===== config.mk =====
export PLATFORM = sky130hd
export DESIGN_NAME = ccpe_queue
export DESIGN_NICKNAME = d
export VERILOG_FILES = /design/src/rtl/ccpe_pkg.sv /design/src/rtl/ccpe_queue.sv
export SDC_FILE = /design/constraint.sdc
export NUM_CORES = 1
export LEC_CHECK = 0
export CORE_MARGIN = 5
export CORE_UTILIZATION = 30
export CTS_CLUSTER_DIAMETER = 30
export DETAILED_ROUTE_END_ITERATION = 7
export DONT_BUFFER_PORTS = 1
export GPL_TIMING_DRIVEN = 0
export PLACE_DENSITY_LB_ADDON = 0.15
export SYNTH_ARGS = -nofsm -noshare
export SYNTH_HDL_FRONTEND = slang
export SYNTH_SLANG_ARGS = --single-unit

===== constraint.sdc =====
create_clock -name clk -period 35.7 [get_ports clk]
set_input_delay 1.785 -clock clk [delete_from_list [all_inputs] [get_ports clk]]
set_output_delay 1.785 -clock clk [all_outputs]
set_load 0.005 [all_outputs]

===== src/rtl/ccpe_pkg.sv =====
// Shared types, widths and constants for the cubic curve point evaluator.
// No dependencies; every other file refers to this package by scoped names.
package ccpe_pkg;

	localparam int COORD_W    = 16;
	localparam int T_W        = 17;
	localparam int T_FRAC     = 16;
	localparam int COEF_W     = 20;
	localparam int NUM_AXES   = 3;
	localparam int NUM_POINTS = 4;
	localparam int PT_IDX_W   = 2;

	localparam logic [T_W-1:0] T_ONE = 17'h1_0000;

	localparam int QUEUE_DEPTH = 4;
	localparam int PIPE_STAGES = 6;

	localparam logic REQ_LOAD     = 1'b0;
	localparam logic REQ_EVAL     = 1'b1;
	localparam logic BASIS_BEZIER = 1'b0;
	localparam logic BASIS_SPLINE = 1'b1;

	// Horner datapath widths: h1 = a*T + b*S, h2 = h1*T + c*S^2, h3 = h2*T + d*S^3
	localparam int H1W    = 37;
	localparam int SPLIT1 = 18;
	localparam int P2H_W  = H1W - SPLIT1 + T_W + 1;
	localparam int P2L_W  = SPLIT1 + T_W;
	localparam int H2W    = 54;
	localparam int SPLIT2 = 27;
	localparam int P3H_W  = H2W - SPLIT2 + T_W + 1;
	localparam int P3L_W  = SPLIT2 + T_W;
	localparam int H3W    = 71;
	localparam int R_W    = H3W - 3 * T_FRAC;

	localparam int SPLINE_BIAS = 3;
	localparam int COORD_MAX   = 32767;
	localparam int COORD_MIN   = -32768;

	// floor divide by 6 through a reciprocal multiply
	localparam int DIV_W       = R_W + 2;
	localparam int DIV6_BIAS   = 6 * (2 ** (R_W - 1));
	localparam int DIV6_SHIFT  = 26;
	localparam int DIV6_MUL_W  = 24;
	localparam logic [DIV6_MUL_W-1:0] DIV6_MUL =
		DIV6_MUL_W'(((2 ** DIV6_SHIFT) + 5) / 6);

	typedef struct packed {
		logic                       req_type;
		logic [PT_IDX_W-1:0]        point_index;
		logic signed [COORD_W-1:0]  coord_x;
		logic signed [COORD_W-1:0]  coord_y;
		logic signed [COORD_W-1:0]  coord_z;
		logic [T_W-1:0]             param_t;
	} req_t;

	typedef struct packed {
		logic signed [COORD_W-1:0] curve_x;
		logic signed [COORD_W-1:0] curve_y;
		logic signed [COORD_W-1:0] curve_z;
	} rsp_t;

	typedef struct packed {
		logic signed [COEF_W-1:0] a;
		logic signed [COEF_W-1:0] b;
		logic signed [COEF_W-1:0] c;
		logic signed [COEF_W-1:0] d;
	} coef_t;

	typedef struct packed {
		logic                       spline;
		logic [T_W-1:0]             t;
		coef_t [NUM_AXES-1:0]       coef;
	} job_t;

	typedef struct packed {
		logic full;
		logic empty;
	} qstat_t;

endpackage


===== src/rtl/ccpe_queue.sv =====
// Short job queue between the front and the back of the evaluator.
// Depends on ccpe_pkg (job_t, qstat_t).
module ccpe_queue #(
	parameter int DEPTH = ccpe_pkg::QUEUE_DEPTH
) (
	input  logic              clk,
	input  logic              arst_n,
	input  logic              push,
	input  ccpe_pkg::job_t    push_job,
	input  logic              pop,
	output ccpe_pkg::job_t    head,
	output ccpe_pkg::qstat_t  stat
);

	localparam int PTR_W = $clog2(DEPTH);
	localparam int CNT_W = $clog2(DEPTH + 1);

	ccpe_pkg::job_t     mem_q [DEPTH];
	logic [PTR_W-1:0]   wr_ptr_q;
	logic [PTR_W-1:0]   rd_ptr_q;
	logic [CNT_W-1:0]   cnt_q;
	logic               do_push;
	logic               do_pop;

	assign stat.full  = (cnt_q == CNT_W'(DEPTH));
	assign stat.empty = (cnt_q == '0);
	assign do_push    = push && !stat.full;
	assign do_pop     = pop && !stat.empty;
	assign head       = mem_q[rd_ptr_q];

	always_ff @(posedge clk) begin
		if (do_push) begin
			mem_q[wr_ptr_q] <= push_job;
		end
	end

	always_ff @(posedge clk or negedge arst_n) begin
		if (!arst_n) begin
			wr_ptr_q <= '0;
			rd_ptr_q <= '0;
			cnt_q    <= '0;
		end else begin
			if (do_push) begin
				wr_ptr_q <= (wr_ptr_q == PTR_W'(DEPTH - 1)) ? '0 : wr_ptr_q + 1'b1;
			end
			if (do_pop) begin
				rd_ptr_q <= (rd_ptr_q == PTR_W'(DEPTH - 1)) ? '0 : rd_ptr_q + 1'b1;
			end
			if (do_push && !do_pop) begin
				cnt_q <= cnt_q + 1'b1;
			end else if (do_pop && !do_push) begin
				cnt_q <= cnt_q - 1'b1;
			end
		end
	end

endmodule


---- Word-level counts from Yosys, hierarchy flattened ----
Memories as Yosys holds them, arrays and structs flattened.
Index checks and enable logic that the tools add are counted.
storage, ports and cells
  flip-flop bits (word level) ............. 7
  bits in writable memories ............... 1032
  input port bits ......................... 262
  output and inout port bits .............. 260
  word-level logic and storage cells ...... 27
  memories ................................ 1
memory list
  name   words  bits a word  rd ports  clocked after memory_dff  wr ports  RTL line          text
  mem_q  4      258          1         0                         1         ccpe_queue.sv:18  ccpe_pkg::job_t mem_q [DEPTH];
operators by class
  add/sub/neg operators ................... 4
  eq/ne operators ......................... 3
  mux-type cells .......................... 6
  reductions and logical operators ........ 10
operators by type and width
  operator             count
  $mux 3               2
  $add 2x1->2 const B  2
  $eq 2x2->1 const B   2
  $logic_and 1x1->1    4
  $logic_not 1->1      4
  $mux 2               2
  $add 3x1->3 const B  1
  $eq 3x3->1 const B   1
  $logic_not 3->1      1
  $sub 3x1->3 const B  1
  $mux 1               2
  $reduce_bool 2->1    1

---- Depth between registers and ports, before layout ----
  depth in word-level cells ............... 7
  depth in mapped cells ................... 8
  mapped depth without buffers ............ 8

---- Worst setup path before layout ----
Ideal clock, no wire load.
  path kind ............................... input to register
  from .................................... input port push
  to ...................................... memory mem_q[3][0] in the netlist's numbering (enable)
  arrival ................................. 12.627 ns
  slack ................................... 22.185 ns
  cell stages on the path ................. 2
  buffers on the path ..................... 0
  cell sequence ........................... nand2_1 nor2_1
on the way
  cells in the longest elaborated chain, start to end .. 3
ends and longest elaborated chain
  element                       RTL line          text
  start, declared               ccpe_queue.sv:8   input logic push,
  $logic_and 1x1->1             ccpe_queue.sv:27  assign do_push = push && !stat.full;
  $mux 1                        ccpe_queue.sv:32  if (do_push) begin
  $mux 1 (implied by the code)  ccpe_queue.sv:33  mem_q[wr_ptr_q] <= push_job;
  end, declared                 ccpe_queue.sv:18
No other way between the ends.

==> run summary <==
status -> finished clean
HPWL after DPL -> 58500 um
Buffers on Ports -> 0
sequential cell area -> 31200 sq um
Antenna Nets Post-Route -> 0
Layout Nets -> 1902
Total GRT Usage -> 13.3%
GRT overflow -> 0
critical path launch point -> rd_ptr_q[1]
via count -> 15700
Yosys reg bits -> 1039
Power Density -> 96.9 nW/um^2
Num CTS Buffers -> 219
hold_buf cts -> 0
Via density -> 4.52
Slew Limit Fails -> 0
Slew headroom -> 43.5%
clk slew on worst S/H paths -> 0.04 ns
Synth area leader -> edfxtp_1
synth top area cells -> edfxtp_1 82%, mux4_2 15%, buf_6 0.69%, dfrtp_1 0.47%, buf_2 0.37%
post-synth cell types -> 21
Max Cap Viol -> 0
post-synthesis sequential area ratio -> 82.8%
worst clock skew -> 0.0488 ns
Static Leak -> 15.5 nW
Yosys warnings -> 0
worst slew pin tran -> 0.847 ns
I/O pins -> 522
final wirelength -> 89200 um
Initial DRT Pass Iterations -> 6
# fillers -> 11200
clk root buf -> clkbuf_16
crit end category -> primary output
synthesized cell area -> 37700 sq um
average routed wire per standard cell -> 25.7 um
Syn Nets -> 1654
crit-path max FO -> 10
htree depth -> 4
period utilization -> 13.6%
Crit Path Class -> reg -> out
startpoint types -> flop
hold crit path type -> reg -> reg
final hold violations -> 0
area of the multi-input gates -> 6070 sq um
top-area cell type share of the netlist area -> 82.3%
Clk Latency, worst-skew pair -> 0.80 ns
Peak VDD IR -> 56.7 uV
Setup violations, final -> 0
dpl ws -> 31.21 ns
syn_area_per_cell -> 27.2 sq um
post-CTS setup buffer count -> 0
CP required -> 33.91 ns
first-pass GRT wire length -> 126000 um
total power -> 0.00467 W
Worst EP arrival -> 3.07 ns
initial drt markers -> 779
CTS tree -> built
HP Start -> cnt_q[2]
n_diodes -> 0
worst hold slack -> 0.530 ns
antenna violations before repair -> 0
gp weighted congestion -> 0.709
die height -> 364 um
post-cts gate resize count -> 0
asr flop ratio synth -> 0.674%
die area -> 133000 sq um
vias in the first global route -> 17400
top_reg_cell synth -> edfxtp_1
Placeable Area -> 125000 sq um
Fin Setup TNS -> 0 ns
share of post-route cells with drive strength above 1 -> 39.0%
Die Wd -> 364 um
Area Overhead vs Synth -> 28.0%
RSZ-0062 raised after global routing -> false
crit path time final -> 4.86 ns
CTS sink cnt -> 1039
placed cell areas -> 40400 sq um
largest net degree at the start of global routing -> 52
Syn Inst Count -> 1385
initial core utilization -> 30.1%
drt drc -> 0
worst r2r src -> cnt_q[2]
Max clock buf depth -> 3
cell row count -> 130
number of flops mapped to enable cells by yosys -> 1032
cell area after layout -> 48200 sq um
final setup margin -> 30.84 ns
Max Clk Rate -> 206 MHz
[cells in the mapped netlist, types with 2 or more instances]
cell type	n
and2_1	3
buf_2	28
buf_6	23
clkbuf_1	6
dfrtp_1	7
edfxtp_1	1032
ha_1	6
inv_1	3
mux2_2	4
mux4_2	258
nor2_1	3
nor3_1	2
xor2_1	2
[registers in the layout, summed over array words and instances, names as in the netlist]
signal	count
cnt_q	3
mem_q	1032
rd_ptr_q	2
wr_ptr_q	2
[critical path, stage by stage (launching register included)]
cell and delay [ns]:
dfrtp_1 0.34, buf_2 0.27, clkbuf_1 0.63, buf_2 0.49, mux4_2 0.50
[placed cells by master (no fill, tap or decap)]
cell        synthesis  routed
o31ai_1             1       1
mux2_2              4       4
nor3_1              2       2
mux4_2            258     258
clkinv_1            0      23
buf_16              0      16
clkinv_2            0      43
clkinv_8            0       3
nor2_1              3       2
clkinv_16           0      11
and2_4              0       3
nor2b_1             1       1
edfxtp_1         1032    1032
nor2_4              0       1
buf_4               1       1
bufinv_16           0      38
clkbuf_1            6      30
clkbuf_16           0     219
buf_12              0      11
clkinv_4            0      14
ha_1                6       6
buf_2              28      28
a21o_1              1       1
buf_6              23      23
nor3b_2             1       1
dfrtp_1             7       7
xnor2_1             1       1
inv_6               0      10
xor2_1              2       2
fa_1                1       1
clkinvlp_4          0      27
clkbuf_8            0       1
nand2_1             1       1
inv_1               3       3
[kinds of logic (layout without fill, tap and decap cells)]
kind of cell	after synthesis	after routing	synth area share [%]
fa+ha+maj	7	7	0.252
flops	1039	1039	82.8
xor+xnor	3	3	0.0698
simple gates	11	11	0.166
compound gates	2	2	0.0399
buf+inv	61	501	1.17
mux	262	262	15.5
[report_power, final]
| part | internal (W) | switching (W) | total (W) |
|---|---|---|---|
| sequential | 0.00161 | 0.0000431 | 0.00165 |
| clock | 0.00140 | 0.000662 | 0.00207 |
| combinational | 0.000391 | 0.000564 | 0.000955 |
[per-stage QoR]
stage               util (%)  instances
finish                  38.5       3475
global route            38.5       3475
CTS                     38.5       3475
detailed placement      32.3       3062
global placement        31.7       3035
floorplan                  -       1385
[layout make-up]
| type | count | area share (%) |
|---|---|---|
| Tap cell | 1650 | 4.28 |
| Sequential cell | 1039 | 64.6 |
| Multi-Input combinational cell | 285 | 12.6 |
| Clock buffer | 244 | 11.6 |
| Inverter | 3 | 0.0234 |
| Timing Repair Buffer | 27 | 1.37 |
| Clock inverter | 169 | 4.63 |
| Buffer | 58 | 0.890 |
[per-layer routing]
| metal | wire length, um | GRT usage [%] | share of wire (%) | up-vias |
|---|---|---|---|---|
| met5 | 0 | 0 | 0 | - |
| met4 | 1750 | 4.54 | 2.0 | 0 |
| met3 | 10300 | 7.58 | 12 | 126 |
| met2 | 45900 | 22.9 | 51 | 544 |
| met1 | 31200 | 13.8 | 35 | 8386 |
| li1 | - | - | - | 6645 |
[worst paths after layout]
| path | to | slack (ns) | cells after the start |
|---|---|---|---|
| worst min register to register | cnt_q[2] | 0.53 | 1 |
| max in group asynchronous | rd_ptr_q[0] | 34.95 | 0 |
| worst max register to register | mem_q[1][116] | 32.47 | 6 |
| worst max-delay path | head[206] | 30.84 | 4 |
| worst min-delay path | cnt_q[2] | 0.53 | 1 |
| min in group asynchronous | cnt_q[2] | 0.67 | 0 |
Power figures use the tool's default switching activity.
