<file path="src/rtl/ccpe_pkg.sv">
// Shared types, widths and constants for the cubic curve point evaluator.
// No dependencies; every other file refers to this package by scoped names.
package ccpe_pkg;

	localparam int COORD_W    = 16;
	localparam int T_W        = 17;
	localparam int T_FRAC     = 16;
	localparam int COEF_W     = 20;
	localparam int NUM_AXES   = 3;
	localparam int NUM_POINTS = 4;
	localparam int PT_IDX_W   = 2;

	localparam logic [T_W-1:0] T_ONE = 17'h1_0000;

	localparam int QUEUE_DEPTH = 4;
	localparam int PIPE_STAGES = 6;

	localparam logic REQ_LOAD     = 1'b0;
	localparam logic REQ_EVAL     = 1'b1;
	localparam logic BASIS_BEZIER = 1'b0;
	localparam logic BASIS_SPLINE = 1'b1;

	// Horner datapath widths: h1 = a*T + b*S, h2 = h1*T + c*S^2, h3 = h2*T + d*S^3
	localparam int H1W    = 37;
	localparam int SPLIT1 = 18;
	localparam int P2H_W  = H1W - SPLIT1 + T_W + 1;
	localparam int P2L_W  = SPLIT1 + T_W;
	localparam int H2W    = 54;
	localparam int SPLIT2 = 27;
	localparam int P3H_W  = H2W - SPLIT2 + T_W + 1;
	localparam int P3L_W  = SPLIT2 + T_W;
	localparam int H3W    = 71;
	localparam int R_W    = H3W - 3 * T_FRAC;

	localparam int SPLINE_BIAS = 3;
	localparam int COORD_MAX   = 32767;
	localparam int COORD_MIN   = -32768;

	// floor divide by 6 through a reciprocal multiply
	localparam int DIV_W       = R_W + 2;
	localparam int DIV6_BIAS   = 6 * (2 ** (R_W - 1));
	localparam int DIV6_SHIFT  = 26;
	localparam int DIV6_MUL_W  = 24;
	localparam logic [DIV6_MUL_W-1:0] DIV6_MUL =
		DIV6_MUL_W'(((2 ** DIV6_SHIFT) + 5) / 6);

	typedef struct packed {
		logic                       req_type;
		logic [PT_IDX_W-1:0]        point_index;
		logic signed [COORD_W-1:0]  coord_x;
		logic signed [COORD_W-1:0]  coord_y;
		logic signed [COORD_W-1:0]  coord_z;
		logic [T_W-1:0]             param_t;
	} req_t;

	typedef struct packed {
		logic signed [COORD_W-1:0] curve_x;
		logic signed [COORD_W-1:0] curve_y;
		logic signed [COORD_W-1:0] curve_z;
	} rsp_t;

	typedef struct packed {
		logic signed [COEF_W-1:0] a;
		logic signed [COEF_W-1:0] b;
		logic signed [COEF_W-1:0] c;
		logic signed [COEF_W-1:0] d;
	} coef_t;

	typedef struct packed {
		logic                       spline;
		logic [T_W-1:0]             t;
		coef_t [NUM_AXES-1:0]       coef;
	} job_t;

	typedef struct packed {
		logic full;
		logic empty;
	} qstat_t;

endpackage

</file>
<file path="src/rtl/ccpe_front.sv">
// Front end: request intake, control point store, basis register, and
// power-basis coefficient setup per evaluate beat. Depends on ccpe_pkg.
module ccpe_front (
	input  logic              clk,
	input  logic              arst_n,
	input  logic              req_valid,
	output logic              req_stall,
	input  ccpe_pkg::req_t    req_data,
	input  logic              cfg_valid,
	output logic              cfg_ready,
	input  logic              cfg_data,
	input  ccpe_pkg::qstat_t  qstat,
	output logic              push,
	output ccpe_pkg::job_t    push_job
);

	localparam int CW = ccpe_pkg::COORD_W;
	localparam int EW = ccpe_pkg::COEF_W;

	logic signed [CW-1:0] px_q [ccpe_pkg::NUM_POINTS];
	logic signed [CW-1:0] py_q [ccpe_pkg::NUM_POINTS];
	logic signed [CW-1:0] pz_q [ccpe_pkg::NUM_POINTS];
	logic                 mode_q;
	logic                 accept;
	logic                 spline;

	function automatic ccpe_pkg::coef_t make_coef(
		input logic                 spl,
		input logic signed [CW-1:0] p0,
		input logic signed [CW-1:0] p1,
		input logic signed [CW-1:0] p2,
		input logic signed [CW-1:0] p3
	);
		logic signed [EW-1:0] e0;
		logic signed [EW-1:0] e1;
		logic signed [EW-1:0] e2;
		logic signed [EW-1:0] e3;
		logic signed [EW-1:0] d12;
		logic signed [EW-1:0] s2;
		logic signed [EW-1:0] s1;
		ccpe_pkg::coef_t      r;
		e0  = EW'(p0);
		e1  = EW'(p1);
		e2  = EW'(p2);
		e3  = EW'(p3);
		d12 = e1 - e2;
		r.a = e3 - e0 + (d12 <<< 1) + d12;
		s2  = e0 - (e1 <<< 1) + e2;
		r.b = (s2 <<< 1) + s2;
		if (spl) begin
			s1  = e2 - e0;
			r.d = e0 + (e1 <<< 2) + e2;
		end else begin
			s1  = e1 - e0;
			r.d = e0;
		end
		r.c = (s1 <<< 1) + s1;
		return r;
	endfunction

	assign cfg_ready = 1'b1;
	assign req_stall = qstat.full;
	assign accept    = req_valid && !qstat.full;
	assign spline    = (mode_q == ccpe_pkg::BASIS_SPLINE);
	assign push      = accept && (req_data.req_type == ccpe_pkg::REQ_EVAL);

	always_comb begin
		push_job.spline  = spline;
		push_job.t       = (req_data.param_t > ccpe_pkg::T_ONE) ? ccpe_pkg::T_ONE
		                                                        : req_data.param_t;
		push_job.coef[0] = make_coef(spline, px_q[0], px_q[1], px_q[2], px_q[3]);
		push_job.coef[1] = make_coef(spline, py_q[0], py_q[1], py_q[2], py_q[3]);
		push_job.coef[2] = make_coef(spline, pz_q[0], pz_q[1], pz_q[2], pz_q[3]);
	end

	always_ff @(posedge clk or negedge arst_n) begin
		if (!arst_n) begin
			mode_q <= ccpe_pkg::BASIS_BEZIER;
			for (int i = 0; i < ccpe_pkg::NUM_POINTS; i++) begin
				px_q[i] <= '0;
				py_q[i] <= '0;
				pz_q[i] <= '0;
			end
		end else begin
			if (cfg_valid && cfg_ready) begin
				mode_q <= cfg_data;
			end
			if (accept && (req_data.req_type == ccpe_pkg::REQ_LOAD)) begin
				px_q[req_data.point_index] <= req_data.coord_x;
				py_q[req_data.point_index] <= req_data.coord_y;
				pz_q[req_data.point_index] <= req_data.coord_z;
			end
		end
	end

endmodule

</file>
<file path="config.mk">
export PLATFORM = sky130hd
export DESIGN_NAME = ccpe_front
export DESIGN_NICKNAME = d
export VERILOG_FILES = /design/src/rtl/ccpe_pkg.sv /design/src/rtl/ccpe_front.sv
export SDC_FILE = /design/constraint.sdc
export NUM_CORES = 1
export LEC_CHECK = 0
export BUFFER_PORTS_ARGS = -buffer_cell sky130_fd_sc_hd__buf_2
export CAP_MARGIN = 20
export CORE_UTILIZATION = 55
export CTS_BUF_LIST = sky130_fd_sc_hd__clkbuf_4 sky130_fd_sc_hd__clkbuf_8
export CTS_CLUSTER_SIZE = 16
export DETAILED_ROUTE_END_ITERATION = 16
export GPL_TIMING_DRIVEN = 0
export PLACE_DENSITY = 0.87
export REMOVE_ABC_BUFFERS = 1
export SLEW_MARGIN = 25
export SYNTH_ARGS = -nofsm -noshare
export SYNTH_HDL_FRONTEND = slang
export SYNTH_SLANG_ARGS = --single-unit
</file>
<file path="constraint.sdc">
create_clock -name clk -period 8.6 [get_ports clk]
set_clock_uncertainty 0.1 [all_clocks]
set_input_delay 0.86 -clock clk [delete_from_list [all_inputs] [get_ports clk]]
set_output_delay 0.86 -clock clk [all_outputs]
set_load 0.005 [all_outputs]
</file>
# Word level (Yosys, flattened, before mapping)
# Cells that the tools add are included.
[totals]
ff_bits = 193
out_inout_bits = 261
word_cells = 71
[op_classes]
addsub = 36
magnitude_cmp = 3
n_mux = 12
bitwise_logic = 2
reduce_logical = 5
[op_table]
columns = ["operator", "count"]
rows = [
  ["$sub A16 B16 Y17", 12],
  ["$bwmux W64", 3],
  ["$mux W20", 6],
  ["$add A19 B16 Y20", 3],
  ["$add A19 B17 Y20", 3],
  ["$add A20 B19 Y20", 3],
  ["$add A20 B20 Y20", 3],
  ["$add A16 B18 Y19", 3],
  ["$add A17 B18 Y19", 3],
  ["$add A18 B16 Y19", 3],
  ["$sub A16 B17 Y18", 3],
  ["$demux W16 S2", 1],
  ["$gt A17 B17 Y1 const B", 1],
  ["$mux W17", 1],
  ["$mux W16", 1],
  ["$logic_and A1 B1 Y1", 4],
  ["$ge A3 B3 Y1 const B", 1],
  ["$lt A3 B1 Y1 const B", 1],
  ["$not A2 Y3", 1],
  ["$logic_not A1 Y1", 1],
  ["$not A1 Y1", 1],
]

# Logic depth before layout (Yosys ltp)
[depth]
depth_word = 6
depth_mapped = 24

# Worst setup path before layout
# No wires, ideal clock.
[synth_path]
kind = "register -> output"
startpoint = "register px_q[32] in the netlist's numbering"
endpoint = "output push_job[77] in the netlist's numbering"
arrival_time_ns = 4.756
slack_ns = 2.884
stages_incl_launch_ff = 22
n_path_buf = 0
path_cell_list = "dfrtp_1 inv_1 ha_1 fa_1 nand2b_1 a21boi_0 o21a_1 o21ai_0 nor2b_1 xnor2_1 inv_1 fa_1 inv_1 fa_1 ha_1 o21a_1 o21ai_1 a21oi_1 o31a_1 o41a_1 or4_1 nand4_1"
[synth_rtl]
columns = ["item", "line_no", "source"]
rows = [
  ["start, declared", "ccpe_front.sv:20", "logic signed [CW-1:0] px_q [ccpe_pkg::NUM_POINTS];"],
  ["start signal, assigned by index", "ccpe_front.sv:89", "px_q[req_data.point_index] <= req_data.coord_x;"],
  ["end, declared", "ccpe_front.sv:14", "output ccpe_pkg::job_t push_job"],
]

==> summary.md <==
| Metric | Value |
|---|---|
| Finished Cell Area | 32750 sq um |
| Number of flops mapped to enable cells by yosys | 0 |
| Post-CTS setup buffers | 0 |
| Crit path max fanout | 5 |
| Fillcell total | 4480 |
| Post-CTS Hold Buffers | 0 |
| Die W | 234.4 microns |
| Synth Flop Type | dfrtp_1 |
| Met3 wire len | 4273 microns |
| Initial Utilization | 56.07% |
| Setup TNS | 0 ns |
| Endpoints failing hold | 0 |
| Synth Register Bits | 193 |
| CTS root buffer | clkbuf_8 |
| Die area | 54930 sq um |
| CTS tree | done |
| Status | finished clean |
| Cell area after synthesis | 29700 sq um |
| WL final | 75950 microns |
| WP data arrival | 6.47 ns |
| Largest delay share family, worst path | compound AO/OA/AOI/OAI gates |
| Worst-path clk slew | 0.10 ns |
| Clock latency on the worst-skew pair | 0.53 ns |
| TritonCTS buffer count | 17 |
| Area grow syn2layout | 10.26% |
| Vert. Die Dim | 234.4 microns |
| Final Max Slew Viols | 0 |
| Ys async rst share | 100.0% |
| Port bufs | 333 |
| First-pass GRT wire length | 120900 microns |
| WL per Instance | 16.98 microns |
| Area leader, netlist | dfrtp_1 |
| Max incr delay on CP | 0.51 ns |
| H-Tree Depth | 4 |
| # IOs | 336 |
| GPL Wtd Cong | 0.9449 |
| Highest Signal Layer | met5 |
| Resize count post-CTS | 0 |
| DP Area | 32300 sq um |
| Post-route antenna net violation count | 0 |
| Clk sink count | 193 |
| Cell chain of the critical path | inv_1 > ha_1 > nor2b_1 > o21ai_0 > a21boi_0 > o211ai_1 > o21ai_0 > a21oi_1 > xnor2_1 > inv_1 > fa_1 > inv_1 > fa_1 > inv_1 > ha_1 > nor2b_1 > o21ai_0 > nand2_1 > a211oi_4 > a21oi_2 > or4b_1 > nand3_1 > buf_2 |
| # nets final | 4433 |
| Crit Path Class | reg2out |
| Ys Warns | 0 |
| CP endpoint kind | output pin |
| CP Launch Type | flip-flop |
| Synth cell types | 82 |
| Wire length on met2 | 36940 microns |
| Syn avg cell area | 8.597 sq um |
| Largest net degree at the start of global routing | 90 |
| Setup-failing EPs final | 0 |
| Slowest-stage cell, CP | fa_1 |
| Via count | 25900 |
| TritonRoute pass-1 iters | 5 |
| Period utilization | 86.40% |
| Data required, critical path | 7.64 ns |
| Max-Cap Viols | 0 |
| Rows | 84 |
| DR vias/cell | 5.789 |
| Most used cell along the critical path | inv_1 |
| WP buf/inv | 5 |
| Syn Inst Count | 3455 |
| Max Buffers Root-to-Sink | 2 |
| Worst-Margin Slew | 0.9354 ns |
| Commonest cells post-synth | inv_1, ha_1, o21ai_0 |
| Total global routing overflow | 0 |
| DRC errors left | 0 |
| Top-area cell type share of the netlist area | 16.26% |
| HPWL Detailed | 63590 microns |
| Vias in the first global route | 24670 |
| Share of cells above drive strength 1 | 15.20% |
| Final min period | 7.430 ns |
| Top cells by area, synth | dfrtp_1, ha_1, fa_1, inv_1, xnor2_1 |
| Hold Crit Class | in2async |
| Post-synthesis sequential area ratio | 16.26% |
| Core area | 52970 sq um |
| Drt first-iter violations | 1723 |
| RSZ-0062 raised after global routing | false |
| Top-count cell post-synth | inv_1 |
| GRT Overall Usage | 27.40% |
| Fmax | 134.6 MHz |
| M1 wire length | 32520 microns |
| Initial antenna violation count | 15 |
| Max-slew headroom | 37.36% |
worst paths after layout:
check	from	end	slack, ns	cells past startpoint
min reg2reg	py_q[5]$_DFFE_PN0P_	py_q[5]$_DFFE_PN0P_	0.42	1
max	py_q[17]$_DFFE_PN0P_	push_job[158]	1.17	23
max in group asynchronous	arst_n	px_q[36]$_DFFE_PN0P_	7.62	2
min in group clk	cfg_valid	mode_q$_DFFE_PN0P_	0.40	2
max reg2reg	mode_q$_DFFE_PN0P_	mode_q$_DFFE_PN0P_	7.10	2
min	arst_n	py_q[46]$_DFFE_PN0P_	0.06	1
cell families (layout without fill, tap and decap cells):
| group | after synthesis | count (layout) | share of synthesized area (%) |
|---|---|---|---|
| and+or+nand+nor | 754 | 754 | 12.04 |
| muxes | 154 | 154 | 5.792 |
| buffers and inverters | 550 | 871 | 7.027 |
| DFF | 193 | 193 | 16.26 |
| AOI/OAI and AO/OA | 922 | 922 | 19.92 |
| adders and majority gates | 594 | 594 | 30.48 |
| other | 1 | 11 | 0.01263 |
| xor gates and xnor gates | 287 | 287 | 8.463 |
routing by layer:
metal	vias up	GRT usage (%)
met2	752	46.96
met3	161	4.523
met5	-	0
met1	12440	35.05
li1	12530	-
met4	16	8.871
final cells by class:
type,count,area (sq um),share of cell area (%)
Multi-Input combinational cell,2712,22810,69.66
Clock inverter,11,155.1,0.4738
Timing Repair Buffer,352,1959,5.983
Antenna cell,10,25.02,0.07641
Inverter,488,1832,5.593
Sequential cell,193,4833,14.76
Clock buffer,20,269.0,0.8214
Tap cell,688,860.8,2.629
layout by cell type (no fill, tap or decap), drive strengths merged, types with 54 or more instances in the layout:
| cell | count |
|---|---|
| inv | 490 |
| ha | 378 |
| buf | 352 |
| o21ai | 265 |
| nand2 | 244 |
| a21oi | 229 |
| fa | 216 |
| xnor2 | 204 |
| dfrtp | 193 |
| nor2 | 189 |
| mux2 | 143 |
| a21o | 114 |
| xor2 | 83 |
| o21a | 71 |
| nor2b | 67 |
| nor3 | 54 |
flip-flops by register name, indices dropped and copies added, names as in the netlist:
signal and flops:
mode_q 1, py_q 64, px_q 64, pz_q 64
stage by stage:
| stage | hold slack (ns) | util [%] | instances | setup slack, ns |
|---|---|---|---|---|
| finish | 0.06122 | 61.82 | 4474 | 1.170 |
| global route | 0.03679 | 61.80 | 4468 | 0.6713 |
| CTS | 0.02931 | 61.78 | 4464 | 1.262 |
| detailed placement | 0.3940 | 60.98 | 4433 | 1.889 |
| global placement | 0.3868 | 60.36 | 4414 | -2.270 |
| floorplan | 0.3797 | - | 3393 | 1.290 |
Power is left out: the tool's default activity adds up to more than one toggle a clock period on the data nets, which glitch-free logic cannot reach.
